<file path="src/hdl/btc_pkg.sv">
// Package for the block transposition cipher.
// Holds register codes, fixed field widths and the sequencer state type.
// No dependencies.
package btc_pkg;

    localparam int BYTE_W    = 8;
    localparam int EXT_W     = 4;
    localparam int REG_IDX_W = 2;

    localparam logic [REG_IDX_W-1:0] REG_MODE   = 2'd0;
    localparam logic [REG_IDX_W-1:0] REG_WIDTH  = 2'd1;
    localparam logic [REG_IDX_W-1:0] REG_HEIGHT = 2'd2;

    localparam logic [EXT_W-1:0] WIDTH_RESET  = 4'd8;
    localparam logic [EXT_W-1:0] HEIGHT_RESET = 4'd8;

    typedef enum logic [3:0] {
        ST_IDLE   = 4'b0001,
        ST_RECALC = 4'b0010,
        ST_SCAN   = 4'b0100,
        ST_PLACE  = 4'b1000
    } state_t;

endpackage

</file>
<file path="src/hdl/block_transposition_cipher.sv">
// Top level of the block transposition cipher.
// Depends on btc_pkg and btc_ram (cell store).
//
// Bytes are written into a cell RAM at one byte per cycle while a block fills.
// When the rectangle is full or a byte flagged message_end is stored, the block
// stalls its input and scans the rectangle one cell per cycle, reading every
// filled cell out of the RAM read port; a stall on the result side holds the
// scan. If the extents were shrunk to or below the fill count, the old block is
// flushed before the new byte is stored. After any configuration write the input
// stalls while the fill coordinates are recomputed by stepping from zero. The
// output register lets a new byte be taken while the last result still waits.
module block_transposition_cipher #(
    parameter int MAX_WIDTH  = 8,
    parameter int MAX_HEIGHT = 8
) (
    input  logic                          clk,
    input  logic                          rst_n,
    input  logic                          byte_valid,
    output logic                          byte_stall,
    input  logic [btc_pkg::BYTE_W-1:0]    in_byte,
    input  logic                          message_end,
    output logic                          result_valid,
    input  logic                          result_stall,
    output logic [btc_pkg::BYTE_W-1:0]    out_byte,
    output logic                          run_last,
    output logic                          message_done,
    input  logic                          cfg_we,
    input  logic [btc_pkg::REG_IDX_W-1:0] cfg_index,
    input  logic [btc_pkg::EXT_W-1:0]     cfg_data
);

    localparam int NCELLS = MAX_WIDTH * MAX_HEIGHT;
    localparam int AW     = (NCELLS > 1) ? $clog2(NCELLS) : 1;
    localparam int CW     = $clog2(NCELLS + 1);
    localparam int FW     = (MAX_WIDTH > 1) ? $clog2(MAX_WIDTH) : 1;
    localparam int SW     = (MAX_HEIGHT > 1) ? $clog2(MAX_HEIGHT) : 1;
    localparam int PW     = (FW > SW) ? FW : SW;
    localparam int EW     = btc_pkg::EXT_W;
    localparam int SZW    = 2 * btc_pkg::EXT_W;

    btc_pkg::state_t state_reg, state_next;

    logic                       mode_reg;
    logic [EW-1:0]              width_reg;
    logic [EW-1:0]              height_reg;
    logic [CW-1:0]              fill_reg, fill_next;
    logic [FW-1:0]              fill_f_reg, fill_f_next;
    logic [SW-1:0]              fill_s_reg, fill_s_next;
    logic                       recalc_reg, recalc_next;
    logic [CW-1:0]              recalc_cnt_reg, recalc_cnt_next;
    logic [NCELLS-1:0]          valid_reg, valid_next;
    logic [btc_pkg::BYTE_W-1:0] byte_reg, byte_next;
    logic                       end_reg, end_next;
    logic                       done_reg, done_next;
    logic                       place_reg, place_next;
    logic [PW-1:0]              scan_a_reg, scan_a_next;
    logic [PW-1:0]              scan_b_reg, scan_b_next;
    logic                       scan_end_reg, scan_end_next;
    logic                       hold_reg, hold_next;
    logic                       out_valid_reg, out_valid_next;
    logic [btc_pkg::BYTE_W-1:0] out_byte_reg, out_byte_next;
    logic                       out_last_reg, out_last_next;
    logic                       out_done_reg, out_done_next;

    logic [EW-1:0]              w_eff;
    logic [EW-1:0]              h_eff;
    logic [SZW-1:0]             size;
    logic [EW-1:0]              outer_n;
    logic [EW-1:0]              inner_n;
    logic [FW-1:0]              adv_f;
    logic [SW-1:0]              adv_s;
    logic [FW-1:0]              scan_f;
    logic [SW-1:0]              scan_s;
    logic [AW-1:0]              place_idx;
    logic [AW-1:0]              scan_idx;
    logic [CW-1:0]              fill_inc;
    logic                       accept;
    logic                       hit;
    logic                       out_free;

    logic                       ram_we;
    logic [btc_pkg::BYTE_W-1:0] ram_wdata;
    logic                       ram_re;
    logic [btc_pkg::BYTE_W-1:0] ram_rdata;

    // Effective extents and derived sizes
    always_comb
    begin
        if (width_reg == '0)
        begin
            w_eff = EW'(1);
        end
        else if (width_reg > EW'(MAX_WIDTH))
        begin
            w_eff = EW'(MAX_WIDTH);
        end
        else
        begin
            w_eff = width_reg;
        end
        if (height_reg == '0)
        begin
            h_eff = EW'(1);
        end
        else if (height_reg > EW'(MAX_HEIGHT))
        begin
            h_eff = EW'(MAX_HEIGHT);
        end
        else
        begin
            h_eff = height_reg;
        end
    end

    assign size     = SZW'(w_eff) * SZW'(h_eff);
    assign outer_n  = mode_reg ? h_eff : w_eff;
    assign inner_n  = mode_reg ? w_eff : h_eff;
    assign fill_inc = fill_reg + CW'(1);

    // Next fill coordinate in placement order
    always_comb
    begin
        adv_f = fill_f_reg;
        adv_s = fill_s_reg;
        if (mode_reg)
        begin
            if (EW'(fill_s_reg) == h_eff - EW'(1))
            begin
                adv_s = '0;
                adv_f = fill_f_reg + FW'(1);
            end
            else
            begin
                adv_s = fill_s_reg + SW'(1);
            end
        end
        else
        begin
            if (EW'(fill_f_reg) == w_eff - EW'(1))
            begin
                adv_f = '0;
                adv_s = fill_s_reg + SW'(1);
            end
            else
            begin
                adv_f = fill_f_reg + FW'(1);
            end
        end
    end

    assign scan_f    = mode_reg ? FW'(scan_b_reg) : FW'(scan_a_reg);
    assign scan_s    = mode_reg ? SW'(scan_a_reg) : SW'(scan_b_reg);
    assign place_idx = AW'(fill_f_reg) * AW'(MAX_HEIGHT) + AW'(fill_s_reg);
    assign scan_idx  = AW'(scan_f) * AW'(MAX_HEIGHT) + AW'(scan_s);

    assign byte_stall = (state_reg != btc_pkg::ST_IDLE) || recalc_reg;
    assign accept     = byte_valid && !byte_stall;
    assign hit        = !scan_end_reg && valid_reg[scan_idx];
    assign out_free   = !out_valid_reg || !result_stall;
    assign ram_wdata  = (state_reg == btc_pkg::ST_PLACE) ? byte_reg : in_byte;

    always_comb
    begin
        state_next      = state_reg;
        fill_next       = fill_reg;
        fill_f_next     = fill_f_reg;
        fill_s_next     = fill_s_reg;
        recalc_next     = recalc_reg;
        recalc_cnt_next = recalc_cnt_reg;
        valid_next      = valid_reg;
        byte_next       = byte_reg;
        end_next        = end_reg;
        done_next       = done_reg;
        place_next      = place_reg;
        scan_a_next     = scan_a_reg;
        scan_b_next     = scan_b_reg;
        scan_end_next   = scan_end_reg;
        hold_next       = hold_reg;
        out_valid_next  = out_valid_reg && result_stall;
        out_byte_next   = out_byte_reg;
        out_last_next   = out_last_reg;
        out_done_next   = out_done_reg;
        ram_we          = 1'b0;
        ram_re          = 1'b0;

        case (state_reg)
            btc_pkg::ST_IDLE:
            begin
                if (recalc_reg)
                begin
                    recalc_next     = 1'b0;
                    recalc_cnt_next = '0;
                    fill_f_next     = '0;
                    fill_s_next     = '0;
                    state_next      = btc_pkg::ST_RECALC;
                end
                else if (accept)
                begin
                    byte_next = in_byte;
                    end_next  = message_end;
                    if (SZW'(fill_reg) >= size)
                    begin
                        done_next     = 1'b0;
                        place_next    = 1'b1;
                        scan_a_next   = '0;
                        scan_b_next   = '0;
                        scan_end_next = 1'b0;
                        state_next    = btc_pkg::ST_SCAN;
                    end
                    else
                    begin
                        ram_we                = 1'b1;
                        valid_next[place_idx] = 1'b1;
                        fill_next             = fill_inc;
                        fill_f_next           = adv_f;
                        fill_s_next           = adv_s;
                        if (message_end || (SZW'(fill_inc) >= size))
                        begin
                            done_next     = message_end;
                            place_next    = 1'b0;
                            scan_a_next   = '0;
                            scan_b_next   = '0;
                            scan_end_next = 1'b0;
                            state_next    = btc_pkg::ST_SCAN;
                        end
                    end
                end
            end

            btc_pkg::ST_RECALC:
            begin
                if (recalc_cnt_reg == fill_reg)
                begin
                    state_next = btc_pkg::ST_IDLE;
                end
                else
                begin
                    fill_f_next     = adv_f;
                    fill_s_next     = adv_s;
                    recalc_cnt_next = recalc_cnt_reg + CW'(1);
                end
            end

            btc_pkg::ST_PLACE:
            begin
                ram_we                = 1'b1;
                valid_next[place_idx] = 1'b1;
                fill_next             = fill_inc;
                fill_f_next           = adv_f;
                fill_s_next           = adv_s;
                if (end_reg || (SZW'(fill_inc) >= size))
                begin
                    done_next     = end_reg;
                    place_next    = 1'b0;
                    scan_a_next   = '0;
                    scan_b_next   = '0;
                    scan_end_next = 1'b0;
                    state_next    = btc_pkg::ST_SCAN;
                end
                else
                begin
                    state_next = btc_pkg::ST_IDLE;
                end
            end

            btc_pkg::ST_SCAN:
            begin
                if (scan_end_reg)
                begin
                    if (!hold_reg || out_free)
                    begin
                        if (hold_reg)
                        begin
                            out_valid_next = 1'b1;
                            out_byte_next  = ram_rdata;
                            out_last_next  = 1'b1;
                            out_done_next  = done_reg;
                        end
                        hold_next   = 1'b0;
                        valid_next  = '0;
                        fill_next   = '0;
                        fill_f_next = '0;
                        fill_s_next = '0;
                        state_next  = place_reg ? btc_pkg::ST_PLACE : btc_pkg::ST_IDLE;
                    end
                end
                else if (!hit || !hold_reg || out_free)
                begin
                    // advance the scan; on a filled cell, read it and pass on the held one
                    if (hit)
                    begin
                        ram_re = 1'b1;
                        if (hold_reg)
                        begin
                            out_valid_next = 1'b1;
                            out_byte_next  = ram_rdata;
                            out_last_next  = 1'b0;
                            out_done_next  = 1'b0;
                        end
                        hold_next = 1'b1;
                    end
                    if (EW'(scan_b_reg) == inner_n - EW'(1))
                    begin
                        scan_b_next = '0;
                        if (EW'(scan_a_reg) == outer_n - EW'(1))
                        begin
                            scan_end_next = 1'b1;
                        end
                        else
                        begin
                            scan_a_next = scan_a_reg + PW'(1);
                        end
                    end
                    else
                    begin
                        scan_b_next = scan_b_reg + PW'(1);
                    end
                end
            end

            default:
            begin
                state_next = btc_pkg::ST_IDLE;
            end
        endcase

        if (cfg_we)
        begin
            recalc_next = 1'b1;
        end
    end

    always_ff @(posedge clk or negedge rst_n)
    begin
        if (!rst_n)
        begin
            state_reg      <= btc_pkg::ST_IDLE;
            mode_reg       <= 1'b0;
            width_reg      <= btc_pkg::WIDTH_RESET;
            height_reg     <= btc_pkg::HEIGHT_RESET;
            fill_reg       <= '0;
            fill_f_reg     <= '0;
            fill_s_reg     <= '0;
            recalc_reg     <= 1'b0;
            recalc_cnt_reg <= '0;
            valid_reg      <= '0;
            done_reg       <= 1'b0;
            place_reg      <= 1'b0;
            scan_a_reg     <= '0;
            scan_b_reg     <= '0;
            scan_end_reg   <= 1'b0;
            hold_reg       <= 1'b0;
            out_valid_reg  <= 1'b0;
        end
        else
        begin
            state_reg      <= state_next;
            fill_reg       <= fill_next;
            fill_f_reg     <= fill_f_next;
            fill_s_reg     <= fill_s_next;
            recalc_reg     <= recalc_next;
            recalc_cnt_reg <= recalc_cnt_next;
            valid_reg      <= valid_next;
            done_reg       <= done_next;
            place_reg      <= place_next;
            scan_a_reg     <= scan_a_next;
            scan_b_reg     <= scan_b_next;
            scan_end_reg   <= scan_end_next;
            hold_reg       <= hold_next;
            out_valid_reg  <= out_valid_next;
            if (cfg_we)
            begin
                case (cfg_index)
                    btc_pkg::REG_MODE:   mode_reg   <= cfg_data[0];
                    btc_pkg::REG_WIDTH:  width_reg  <= cfg_data;
                    btc_pkg::REG_HEIGHT: height_reg <= cfg_data;
                    default:             mode_reg   <= mode_reg;
                endcase
            end
        end
    end

    always_ff @(posedge clk)
    begin
        byte_reg     <= byte_next;
        end_reg      <= end_next;
        out_byte_reg <= out_byte_next;
        out_last_reg <= out_last_next;
        out_done_reg <= out_done_next;
    end

    btc_ram #(
        .WIDTH (btc_pkg::BYTE_W),
        .DEPTH (NCELLS)
    ) u_cell_ram (
        .clk   (clk),
        .we    (ram_we),
        .waddr (place_idx),
        .wdata (ram_wdata),
        .re    (ram_re),
        .raddr (scan_idx),
        .rdata (ram_rdata)
    );

    assign result_valid = out_valid_reg;
    assign out_byte     = out_byte_reg;
    assign run_last     = out_last_reg;
    assign message_done = out_done_reg;

endmodule

</file>
<file path="src/hdl/btc_ram.sv">
// Generic simple dual-port RAM: one write port, one read port with registered data.
// Read data holds while the read enable is low. No dependencies.
module btc_ram #(
    parameter int WIDTH = 8,
    parameter int DEPTH = 64,
    parameter int AW    = (DEPTH > 1) ? $clog2(DEPTH) : 1
) (
    input  logic             clk,
    input  logic             we,
    input  logic [AW-1:0]    waddr,
    input  logic [WIDTH-1:0] wdata,
    input  logic             re,
    input  logic [AW-1:0]    raddr,
    output logic [WIDTH-1:0] rdata
);

    logic [WIDTH-1:0] mem [DEPTH];

    always_ff @(posedge clk)
    begin
        if (we)
        begin
            mem[waddr] <= wdata;
        end
        if (re)
        begin
            rdata <= mem[raddr];
        end
    end

endmodule

</file>
<file path="config.mk">
export PLATFORM = sky130hd
export DESIGN_NAME = block_transposition_cipher
export DESIGN_NICKNAME = d
export VERILOG_FILES = /design/src/hdl/btc_pkg.sv /design/src/hdl/block_transposition_cipher.sv /design/src/hdl/btc_ram.sv
export SDC_FILE = /design/constraint.sdc
export NUM_CORES = 1
export LEC_CHECK = 0
export BUFFER_PORTS_ARGS = -buffer_cell sky130_fd_sc_hd__buf_4
export CORE_MARGIN = 1.5
export CORE_UTILIZATION = 63
export CTS_CLUSTER_DIAMETER = 50
export DETAILED_ROUTE_END_ITERATION = 6
export GPL_ROUTABILITY_DRIVEN = 0
export HOLD_SLACK_MARGIN = 0.1
export PLACE_DENSITY = 0.8
export SLEW_MARGIN = 40
export SYNTH_ARGS = -nofsm -noshare
export SYNTH_HDL_FRONTEND = slang
export SYNTH_HIERARCHICAL = 1
export SYNTH_SLANG_ARGS = --single-unit
</file>
<file path="constraint.sdc">
create_clock -name clk -period 7.6 [get_ports clk]
set_input_delay 1.52 -clock clk [delete_from_list [all_inputs] [get_ports clk]]
set_output_delay 1.52 -clock clk [all_outputs]
set_load 0.05 [all_outputs]
</file>
==> results.md <==
* Tot Pwr at slightly above 9 mW
* Register area share after synthesis at between 60% and 70%
* Synth cell types at 79
* #FFs+latches synth at 648
* Multi-input gate area at 0.00815 mm²
* Drt total wl at around 67000 µm
* CP Launch Type: flip-flop
* Worst slew margin at approximately 39%
* Core Util, Final at between 70% and 80%
* Ports at 32
* Share of cells above drive strength 1 at about a fifth
* Die Footprint at around 0.045 mm²
* Hold crit path type: flip-flop to flip-flop
* Site Rows at 76
* Hold slack at 0.417 ns
* Hpwl dp at roughly 40000 µm
* Drt wl/cell at between 20 and 30 µm
* TritonCTS Buffers at between 60 and 70
* Vias in the first global route at ~16k
* RSZ-0062 raised after global routing: no
* Area growth, synth to finish at 10.8%
* Sink Count at between 600 and 700
* FMAX at about 150 MHz
* Cts repair resizes at 0
* Clock network power share at approximately 36%
* Placed cell area at approximately 0.028 mm²
* Final Hold Violating Endpoints at 0
* GRT Util Overall at 30.6%
* CP max FO at 12
* Clk buf depth at 3
* Async S/R FF share, synth at 16.8%
* Tmin final at between 6 and 7 ns
* Setup violations, final at 0
* Non-Filler Instances at 2380
* Worst skew pair latency at 0.60 ns
* Nets@finish at 1805
* Final clock skew at approximately 0.024 ns
* FILL cells at approximately 2.6k
* Drt pass-1 iters at 6
* Status: finished, final reports clean
* Clock slew at reported path FFs at ~0.06 ns
* Post-DRT Antenna Nets at 0
* Leak at around 11 nW
* Syn Inst Count at between 1.5k and 2k
* Max Cap Violations at 0
* CTS Root Cell: clkbuf_16
* DR iter-0 viols at between 2k and 3k
* Final Cycle Share at between 80% and 90%
* Die W at 212 µm
* Sw Pwr at about 2.6 mW
* Largest net degree at the start of global routing at 72
* Sw Share at between 20% and 30%
* Post-Route Setup TNS at 0 ns
* Antenna violations before repair at 2
* Cell taking the most area after synthesis: edfxtp_1
* Worst vdd ir at 0.160 mV
* First-pass GRT wire length at 101000 µm
* Slew @ Worst Pin at between 0.9 and 1 ns
* Vias at 16.4k
* Sequential cell area at roughly 0.019 mm²
* DR DRC count at 0
* Pwr/cell area at 298 mW/mm²
* Port Buf Inserts at 31
* Vias per cell at just under 7
* Initial Util at between 60% and 70%
* Cells after DPL at ~2.3k
* Hold-fix buffers at CTS at 0
* CTS H-tree lvls at 3
* Setup ws final at about 1 ns
* Worst EP arrival at 6.79 ns
* Combinational Power Share at a little under a fifth
* Design area at ~0.03 mm²
* Flop pwr share at between 40% and 50%
* Post-synthesis net count at between 1.5k and 2k
* Die Y at 212 µm
* Area of the mapped netlist at about 0.028 mm²
* Congestion Overflow GR at 0
* Max reg flops at 512
* Crit path required time at a little under 8 ns
* Synth top area cells: edfxtp_1, mux4_2, dfrtp_1
* Setup crit end kind: flip-flop
* Post-synth EDFFs at 539
* Pre-CTS setup slack at about 1.2 ns
* Syn_area_per_cell at 16.2 µm²
* Post-CTS Repair Setup Buffers at 0
* CTS tree: built
* Synth top area share at between 50 and 60%
* Internal power at approximately 6.6 mW
* Final Max Tran Viols at 0
* Crit Path Category: flip-flop to flip-flop
* Core ar. at approximately 0.043 mm²
* Ys flop type: edfxtp_1
* Yosys Warn Count at 6
==> cells in the mapped netlist, types with 16 or more instances <==
master      n
a21oi_1    89
buf_2      21
clkbuf_1   35
dfrtp_1   106
edfxtp_1  539
ha_1       36
inv_1      35
mux2_2     22
mux2i_1    47
mux4_2    127
nand2_1    51
nand2b_1   16
nand3_1    34
nor2_1    195
nor2b_1    18
nor3_1     18
o21ai_0    34
o22ai_1    28
xnor2_1    22
==> worst max-delay path: stages, from the launching register on <==
cell and delay, ns:
dfstp_2 0.58, inv_1 0.09, o21ai_1 0.32, inv_1 0.08, nand2_1 0.11, fa_1 0.39, inv_1 0.09, fa_1 0.44
ha_1 0.34, a21o_1 0.18, a21oi_1 0.17, xor2_1 0.23, ha_1 0.30, a21o_1 0.19, a21oi_1 0.13, o21ai_0 0.14
o21ai_2 0.27, a21oi_1 0.15, inv_1 0.56, nand3_1 0.61, nor2_1 0.81
==> cells by family (layout without fill, tap and decap cells) <==
kind of cell	Yosys count	after routing	share of synthesized area [%]
flops	648	648	68.5
fa+ha+maj	40	40	1.92
buf+inv	125	215	2.30
simple gates	406	406	7.21
xor+xnor	35	35	1.11
mux	198	198	13.1
other cells	0	1	0
compound gates	252	252	5.91
==> metal layers <==
layer	wire length, µm	share of wire (%)	track usage, %
met1	25500	38	43.8
met2	31300	47	47.0
met3	8030	12	6.43
met4	2290	3.4	11.4
met5	13	0.019	0
==> power by group through the flow <==
| stage | Sequential (mW) | Clock [mW] | Combinational [mW] |
|---|---|---|---|
| final | 4.13 | 3.25 | 1.75 |
| after global routing | 4.14 | 3.41 | 1.86 |
| after CTS | 4.12 | 3.28 | 1.72 |
| after detailed placement | 4.19 | 0 | 1.69 |
| after global placement | 4.18 | 0 | 1.64 |
| after floorplan | 4.11 | 0 | 1.29 |
==> cells in the final DEF (no fill, tap or decap), types with 13 or more instances in the layout <==
| cell type | n |
|---|---|
| mux4_2 | 127 |
| nand2_1 | 51 |
| edfxtp_1 | 539 |
| o21ai_0 | 31 |
| nor3_1 | 16 |
| mux2i_1 | 46 |
| dfrtp_1 | 103 |
| a21oi_1 | 89 |
| inv_1 | 33 |
| xnor2_1 | 22 |
| nor2b_1 | 18 |
| ha_1 | 36 |
| mux2_2 | 22 |
| nand2b_1 | 16 |
| o22ai_1 | 28 |
| xor2_1 | 13 |
| nor2_1 | 187 |
| clkbuf_16 | 73 |
| nand3_1 | 34 |
| buf_4 | 56 |
==> area by class of cell <==
| type | instances | share of cell area (%) |
|---|---|---|
| multi-input cells | 931 | 26.6 |
| clock inverters | 30 | 0.850 |
| flip-flops and latches | 648 | 61.8 |
| repair buffers | 60 | 1.56 |
| inverters | 37 | 0.486 |
| clock buffers | 88 | 6.25 |
| well taps | 585 | 2.39 |
| diodes | 1 | 0.00818 |
==> path summary, 6_finish.rpt <==
| kind | from | to | slack (ns) | cells after the start |
|---|---|---|---|---|
| max in group asynchronous | rst_n | valid_reg[54]$_DFFE_PN0P_ | 5.63 | 2 |
| min in group asynchronous | rst_n | recalc_cnt_reg[4]$_DFFE_PN0P_ | 0.91 | 1 |
| worst max register to register | width_reg[3]$_DFFE_PN1P_ | u_cell_ram/mem[17][2]$_DFFE_PP_ | 1.01 | 20 |
| worst max-delay path | width_reg[3]$_DFFE_PN1P_ | u_cell_ram/mem[17][2]$_DFFE_PP_ | 1.01 | 20 |
| worst min register to register | u_cell_ram/rdata[6]$_DFFE_PP_ | out_byte[6]$_DFFE_PP_ | 0.42 | 0 |
| worst min-delay path | u_cell_ram/rdata[6]$_DFFE_PP_ | out_byte[6]$_DFFE_PP_ | 0.42 | 0 |
No activity file was read; power rests on OpenSTA's default activity.
